===== config.mk =====
export PLATFORM = sky130hd
export DESIGN_NAME = vda_accum
export DESIGN_NICKNAME = d
export VERILOG_FILES = /design/src/design/vda_pkg.sv /design/src/design/vda_accum.sv
export SDC_FILE = /design/constraint.sdc
export NUM_CORES = 1
export LEC_CHECK = 0
export BUFFER_PORTS_ARGS = -buffer_cell sky130_fd_sc_hd__buf_2
export CAP_MARGIN = 20
export CORE_UTILIZATION = 35
export CTS_BUF_LIST = sky130_fd_sc_hd__clkbuf_4 sky130_fd_sc_hd__clkbuf_8
export DETAILED_ROUTE_END_ITERATION = 8
export SETUP_SLACK_MARGIN = 0.15
export SYNTH_ARGS = -nofsm -noshare
export SYNTH_HDL_FRONTEND = slang
export SYNTH_SLANG_ARGS = --single-unit

===== constraint.sdc =====
create_clock -name clk -period 8.35 [get_ports clk]
set_clock_uncertainty 0.2 [all_clocks]
set_input_delay 0.4175 -clock clk [delete_from_list [all_inputs] [get_ports clk]]
set_output_delay 0.4175 -clock clk [all_outputs]
set_load 0.05 [all_outputs]

===== src/design/vda_pkg.sv =====
package vda_pkg;

  // Width of the lane count field carried with every request
  localparam int LANES_VALID_W = 3;

  // Result queue between the finishing stage and the output port
  localparam int OUT_DEPTH = 8;
  localparam int OUT_PTR_W = 3;
  localparam int OUT_CNT_W = 4;

  // Metric selection codes; the fourth code behaves like squared L2
  typedef enum logic [1:0] {
    METRIC_L2           = 2'd0,
    METRIC_ONE_MINUS_IP = 2'd1,
    METRIC_TWO_MINUS_IP = 2'd2
  } metric_t;

  // Control that travels alongside the lane stage
  typedef struct packed {
    logic valid;
    logic last;
  } stage_ctrl_t;

endpackage


===== src/design/vda_accum.sv =====
module vda_accum #(
  parameter int LANES         = 4,
  parameter int ELEMENT_WIDTH = 16,
  parameter int SUM_WIDTH     = 48,
  parameter int PROD_WIDTH    = 34
) (
  input  logic                                   clk,
  input  logic                                   rst,
  input  vda_pkg::metric_t                       mode,
  input  vda_pkg::stage_ctrl_t                   ctrl,
  input  logic [LANES-1:0][PROD_WIDTH-1:0]       prods,
  output logic                                   res_valid,
  output logic [SUM_WIDTH-1:0]                   res_dist,
  output logic                                   res_sat,
  output logic [1:0]                             pending
);
  import vda_pkg::*;

  localparam int GW   = PROD_WIDTH + $clog2(LANES) + 1;
  localparam int AW   = ((SUM_WIDTH > GW) ? SUM_WIDTH : GW) + 1;
  localparam int FRAC = 2 * (ELEMENT_WIDTH - 1);
  localparam int FW   = ((SUM_WIDTH > FRAC + 2) ? SUM_WIDTH : FRAC + 2) + 2;

  localparam logic signed [AW-1:0] A_MAX =
    {{(AW-SUM_WIDTH+1){1'b0}}, {(SUM_WIDTH-1){1'b1}}};
  localparam logic signed [AW-1:0] A_MIN = ~A_MAX;
  localparam logic signed [FW-1:0] F_MAX =
    {{(FW-SUM_WIDTH+1){1'b0}}, {(SUM_WIDTH-1){1'b1}}};
  localparam logic signed [FW-1:0] F_MIN = ~F_MAX;
  localparam logic signed [FW-1:0] F_ONE = FW'(1) << FRAC;

  // Group sum stage
  logic signed [GW-1:0] group_next;
  logic signed [GW-1:0] group;
  logic                 v2;
  logic                 last2;

  always_comb begin
    group_next = '0;
    for (int i = 0; i < LANES; i++) begin
      group_next = group_next + GW'($signed(prods[i]));
    end
  end

  always_ff @(posedge clk) begin
    group <= group_next;
  end

  always_ff @(posedge clk) begin
    if (rst) begin
      v2    <= 1'b0;
      last2 <= 1'b0;
    end else begin
      v2    <= ctrl.valid;
      last2 <= ctrl.valid & ctrl.last;
    end
  end

  // Saturating running sum
  logic signed [SUM_WIDTH-1:0] running_sum;
  logic                        overflow_seen;
  logic signed [AW-1:0]        total;
  logic                        add_hi;
  logic                        add_lo;
  logic signed [SUM_WIDTH-1:0] sum_new;
  logic signed [SUM_WIDTH-1:0] fin_sum;
  logic                        fin_sat;
  logic                        v3;

  assign total   = AW'(running_sum) + AW'(group);
  assign add_hi  = total > A_MAX;
  assign add_lo  = total < A_MIN;
  assign sum_new = add_hi ? A_MAX[SUM_WIDTH-1:0] :
                   add_lo ? A_MIN[SUM_WIDTH-1:0] : total[SUM_WIDTH-1:0];

  always_ff @(posedge clk) begin
    if (rst) begin
      running_sum   <= '0;
      overflow_seen <= 1'b0;
      v3            <= 1'b0;
    end else begin
      v3 <= v2 & last2;
      if (v2) begin
        if (last2) begin
          running_sum   <= '0;
          overflow_seen <= 1'b0;
        end else begin
          running_sum   <= sum_new;
          overflow_seen <= overflow_seen | add_hi | add_lo;
        end
      end
    end
  end

  always_ff @(posedge clk) begin
    if (v2 && last2) begin
      fin_sum <= sum_new;
      fin_sat <= overflow_seen | add_hi | add_lo;
    end
  end

  // Metric finish: base minus sum for the inner product modes
  logic                 inner;
  logic signed [FW-1:0] base;
  logic                 base_sat;
  logic signed [FW-1:0] base_c;
  logic signed [FW-1:0] diff;
  logic                 sub_hi;
  logic                 sub_lo;

  assign inner    = (mode == METRIC_ONE_MINUS_IP) || (mode == METRIC_TWO_MINUS_IP);
  assign base     = (mode == METRIC_TWO_MINUS_IP) ? (F_ONE <<< 1) : F_ONE;
  assign base_sat = base > F_MAX;
  assign base_c   = base_sat ? F_MAX : base;
  assign diff     = base_c - FW'(fin_sum);
  assign sub_hi   = diff > F_MAX;
  assign sub_lo   = diff < F_MIN;

  always_comb begin
    if (!inner) begin
      res_dist = fin_sum;
      res_sat  = fin_sat;
    end else begin
      res_dist = sub_hi ? F_MAX[SUM_WIDTH-1:0] :
                 sub_lo ? F_MIN[SUM_WIDTH-1:0] : diff[SUM_WIDTH-1:0];
      res_sat  = fin_sat | base_sat | sub_hi | sub_lo;
    end
  end

  assign res_valid = v3;
  assign pending   = {1'b0, last2 & v2} + {1'b0, v3};

endmodule

== After elaboration in Yosys (flattened, before gate mapping) ==
Index checks and enable logic that the tools add are counted.
W data, S select, Z words.
Operators by class
  $add $sub $neg: 6
  order comparisons: 5
  eq/ne operators: 2
  mux-type cells: 10
  bitwise logic cells: 7
  reductions and logical operators: 2
Operators with widths (count)
  $mux W48: 6
  $gt A49 B48 Y1 const B: 2
  $lt A49 B48 Y1 const B: 2
  $add A48 B37 Y49: 1
  $sub A48 B48 Y49: 1
  $gt A32 B47 Y1 const B: 1
  $mux W47: 1
  $add A36 B34 Y37: 1
  $add A35 B34 Y36: 1
  $add A34 B34 Y35: 1
  $mux W32: 1
  $or A1 B1 Y1: 5
  $add A1 B1 Y2: 1
  $and A1 B1 Y1: 2
  $eq A2 B1 Y1 const B: 1
  $eq A2 B2 Y1 const B: 1
  $mux W1: 2
  $logic_and A1 B1 Y1: 1
  $logic_or A1 B1 Y1: 1
Word-level totals
  flip-flop bits (word level): 138
  input port bits: 142
  output and inout port bits: 52
  logic and storage cells: 40

== Logic depth before layout (Yosys ltp) ==
  word-level depth: 9
  depth in mapped cells: 17
  depth with buffers taken out: 15

== Least setup slack after synthesis ==
Ideal clock, no wire load.
  path kind: in2out
  from: input mode[0]
  to: output res_dist[22]
  arrival time: 4.818 ns
  data required time: 7.733 ns
  slack: 2.915 ns
  stages on the path: 14
  path buffers: 1
  cell sequence: inv_1 -> ha_1 -> inv_1 -> ha_1 -> nor4bb_1 -> nand2_1 -> nand4bb_1 -> a2111oi_1 -> nand2_1 -> nand2_1 -> or3_1 -> clkbuf_1 -> nand2b_1 -> o311ai_0
Between the ends
  longest elaborated chain between the ends: 9
  elaborated cells between the ends (all ways): 12
  classes of those cells: add/sub: 1; order compare: 3; eq/ne: 2; mux: 5; reduce/logical: 1
RTL lines
  from (decl): RTL line vda_accum.sv:9  | input vda_pkg::metric_t mode,
  $eq A2 B2 Y1: RTL line vda_accum.sv:111, vda_accum.sv:112
  $mux W32: RTL line vda_accum.sv:112  | assign base = (mode == METRIC_TWO_MINUS_IP) ? (F_ONE <<< 1) : F_ONE;
  $gt A32 B47 Y1: RTL line vda_accum.sv:113  | assign base_sat = base > F_MAX;
  $mux W47: RTL line vda_accum.sv:114  | assign base_c = base_sat ? F_MAX : base;
  $sub A48 B48 Y49: RTL line vda_accum.sv:115  | assign diff = base_c - FW'(fin_sum);
  $lt A49 B48 Y1: RTL line vda_accum.sv:117  | assign sub_lo = diff < F_MIN;
  $mux W48: RTL line vda_accum.sv:125  | sub_lo ? F_MIN[SUM_WIDTH-1:0] : diff[SUM_WIDTH-1:0];
  $mux W48: RTL line vda_accum.sv:124  | res_dist = sub_hi ? F_MAX[SUM_WIDTH-1:0] :
  $mux W48 *: RTL line vda_accum.sv:120  | if (!inner) begin
  to (decl): RTL line vda_accum.sv:13  | output logic [SUM_WIDTH-1:0] res_dist,
Every way passes the cells marked *; elsewhere a longest branch is shown, timed or not.

== Final worst setup path ==
  from: register fin_sum[2]
  to: output res_dist[40]
Between the ends
  longest elaborated chain between the ends: 5
  elaborated cells between the ends (all ways): 6
  classes of those cells: add/sub: 1; order compare: 2; mux: 3
RTL lines
  from (decl): RTL line vda_accum.sv:66  | logic signed [SUM_WIDTH-1:0] fin_sum;
  from (signal assigned): RTL line vda_accum.sv:97  | fin_sum <= sum_new;
  $sub A48 B48 Y49 *: RTL line vda_accum.sv:115
  $lt A49 B48 Y1: RTL line vda_accum.sv:117
  $mux W48: RTL line vda_accum.sv:125
  $mux W48 *: RTL line vda_accum.sv:124
  $mux W48 *: RTL line vda_accum.sv:120
Marked as above.

==> flow_summary.json <==
{
  "final_cell_count_no_fill": 2075,
  "dp.final_hpwl_um": 26000,
  "num_rows": 68,
  "met2RoutedLength_um": 13600,
  "arrival_ns": 4.74,
  "power.density_cell_area_nw_per_um2": 339,
  "clockPowerShare_pct": 12.2,
  "dp.cells": 2040,
  "finalWirelength_um": 32300,
  "ys_warn_count": 0,
  "clock_transition_at_path_regs_ns": 0.10,
  "cts_post_setup_buffers_inserted": 0,
  "layout_min_cycle_time_ns": 5.36,
  "pwr-share-seq_pct": 23.9,
  "multiInputGateArea_um2": 8660,
  "nFillCells": 3506,
  "worst-setup-path-type": "register to output pin",
  "cts_repair_resize_count": 0,
  "io_pins": 194,
  "grt_usage_pct": 18.1,
  "dieWidth_um": 189,
  "power.net_switching_w": 0.00232,
  "worst_setup_path_start_kind": "register",
  "overflow": 0,
  "final_layout_size_suffix_gt1_share_pct": 16.1,
  "yosys_most_used_dff": "dfxtp_1",
  "worst_pin_slew_ns": 0.957,
  "rr_worst_depth": 11,
  "detail_route.iter0.violations": 589,
  "hold_violations": 0,
  "rsz_0062_raised_after_global_routing": "no",
  "hold_class": "input pin to register",
  "hold_depth": 2,
  "antenna_found_initial": 0,
  "layout_worst_path_cycle_share_pct": 64.1,
  "ctsLongestPathBuffers": 2,
  "nNetsFinal": 1909,
  "antenna_cells_inserted": 0,
  "yosys.area.top_type_share_pct": 14.6,
  "place.gp.congestion": 0.972,
  "synth.ff_latch_count": 138,
  "cts.root.buffer_cell": "clkbuf_8",
  "cap_violations": 0,
  "seqCellArea_um2": 3250,
  "synth.cells.most_frequent": "nor2_1 (170), nand2_1 (134), o21ai_0 (105)",
  "p_int_w": 0.00246,
  "postSynth.asyncResetShare_pct": 0,
  "yosysTopAreaCell": "dfxtp_1",
  "highest-signal-layer": "met4",
  "clock_tree.htree_level_count": 4,
  "numCtsBuffers": 17,
  "syn_inst": 1434,
  "most_frequent_cell_after_synthesis": "nor2_1",
  "avgRoutedWirePerCell_um": 15.6,
  "timing.setup.tns_ns": 0,
  "die_height_um": 189,
  "final-setup-viol-count": 0,
  "fmax_mhz": 187,
  "hold_ws_ns": 0.0487,
  "grt_start_max_net_pins": 68,
  "numClockSinks": 138,
  "peakVddDrop_mv": 0.174,
  "clkLatencyLatePin_ns": 0.46,
  "drtAntennaViolNets": 0,
  "syn_nets": 1736,
  "dr.pass1.iters": 8,
  "worstPathRequired_ns": 7.73,
  "synth.lib_cells_used.distinct": 75,
  "cts-hold-fix-buffers": 3,
  "fp.coreArea_um2": 34500,
  "first_global_vias": 10473,
  "avgSynthCellArea_um2": 8.53,
  "power.share.combinational_pct": 64.0,
  "dieArea_um2": 35700,
  "route.layer.met1.wl_um": 16500,
  "initial_utilization_pct": 35.5,
  "synth_sequential_area_ratio_pct": 26.6,
  "finalMaxSlewViolations": 0,
  "status": "completed",
  "synth.cell_area_um2": 12200,
  "p_sw_share_pct": 48.5,
  "port_buffers": 193,
  "synth_enable_flop_cells": 49,
  "detailroute.wirelength.met3_um": 1800,
  "path_max_fanout": 10,
  "critical_path.endpoint_type": "output pin",
  "max_slew_margin_pct": 35.6,
  "top_post_synthesis_cells_by_area": "dfxtp_1 (15%), edfxtp_1 (12%), fa_1 (11%)",
  "static-leakage-power_nw": 6.07,
  "cts_tree": "built",
  "area.growth.synth_to_final_pct": 15.4,
  "route.detailed.drc": 0,
  "vias": 10972,
  "grt_pass1_wl_um": 53000,
  "avgViaCountPerCell": 5.29
}
## placed cells by master (no fill, tap or decap), types with 12 or more instances in the layout
cell type  count
buf_2        193
nor2_1       169
nand2_1      134
o21ai_0      105
a21oi_1       98
ha_1          90
dfxtp_1       89
xnor2_1       73
fa_1          70
a21o_1        53
edfxtp_1      49
nor3_1        46
inv_1         41
nand3_1       31
xor2_1        30
nand2b_1      23
or3_1         22
nor2b_1       21
and2_1        17
clkbuf_8      17
o21a_1        13
and3_1        13
o21bai_1      13
nand4_1       12
## through the flow
stage / setup slack [ns] / utilization (%) / cell area [um2] / power, W
5_1_grt: 2.65 / 41.0 / 14100 / 0.00520
4_1_cts: 3.00 / 41.0 / 14100 / 0.00478
6_report: 2.99 / 41.0 / 14100 / 0.00478
2_1_floorplan: 2.91 / - / 12200 / 0.00340
3_3_place_gp: 3.37 / 39.7 / 13700 / 0.00416
3_5_place_dp: 3.27 / 39.7 / 13700 / 0.00419
## layout make-up
| type | instances | share of cell area [%] |
|---|---|---|
| sequential | 138 | 23.0 |
| inverter | 41 | 1.09 |
| timing repair buffer | 206 | 7.59 |
| multi-input combinational | 1203 | 61.3 |
| clock buffer | 17 | 1.66 |
| tap | 455 | 4.03 |
| clock inverter | 15 | 1.27 |
## power groups by stage
stage / Clock, W / Sequential [W] / Combinational, W
2_1_floorplan: 0 / 0.00109 / 0.00231
3_3_place_gp: 0 / 0.00115 / 0.00301
3_5_place_dp: 0 / 0.00115 / 0.00304
4_1_cts: 0.000592 / 0.00114 / 0.00305
5_1_grt: 0.000618 / 0.00116 / 0.00342
6_report: 0.000582 / 0.00114 / 0.00306
## worst max-delay path: stages, from the launching register on
cell and delay, ns:
edfxtp_1 0.53, nor3_1 0.54, and2_0 0.45, nand3_2 0.23, o31a_1 0.35, or4_4 0.51
or4b_1 0.48, and3_4 0.20, o31ai_4 0.47, nor2_1 0.12, o21ai_1 0.13, buf_2 0.28
## path summary, 6_finish.rpt
path / startpoint / slack [ns] / end
hold reg to reg: running_sum[9] / 0.27 / running_sum[9]
setup / recovery: fin_sum[2] / 2.99 / res_dist[40]
setup reg to reg: group[1] / 3.39 / running_sum[36]
hold / removal: rst / 0.05 / res_valid
## logic make-up (layout without fill, tap and decap cells)
kind of cell             count (synthesis)  in the layout  synth area share, %
XOR/XNOR                               103            103                 7.37
AO/OA/AOI/OAI                          395            395                 20.7
adder cells (fa/ha/maj)                169            169                 21.4
flip-flops                             138            138                 26.6
multiplexers                             2              2                0.174
buffers and inverters                   93            279                 2.86
AND/OR/NAND/NOR                        534            534                 20.9
## metal layers
metal	GRT usage, %	up-vias
li1	-	5500
met1	26.7	5064
met2	27.9	378
met3	2.41	30
met4	4.47	0
met5	0	-
## flip-flops by register name, summed over array words and instances, names as in the netlist
signal	flops
fin_sat	1
fin_sum	48
group	37
last2	1
overflow_seen	1
res_valid	1
running_sum	48
v2	1
No activity file was read; power rests on OpenSTA's default activity.
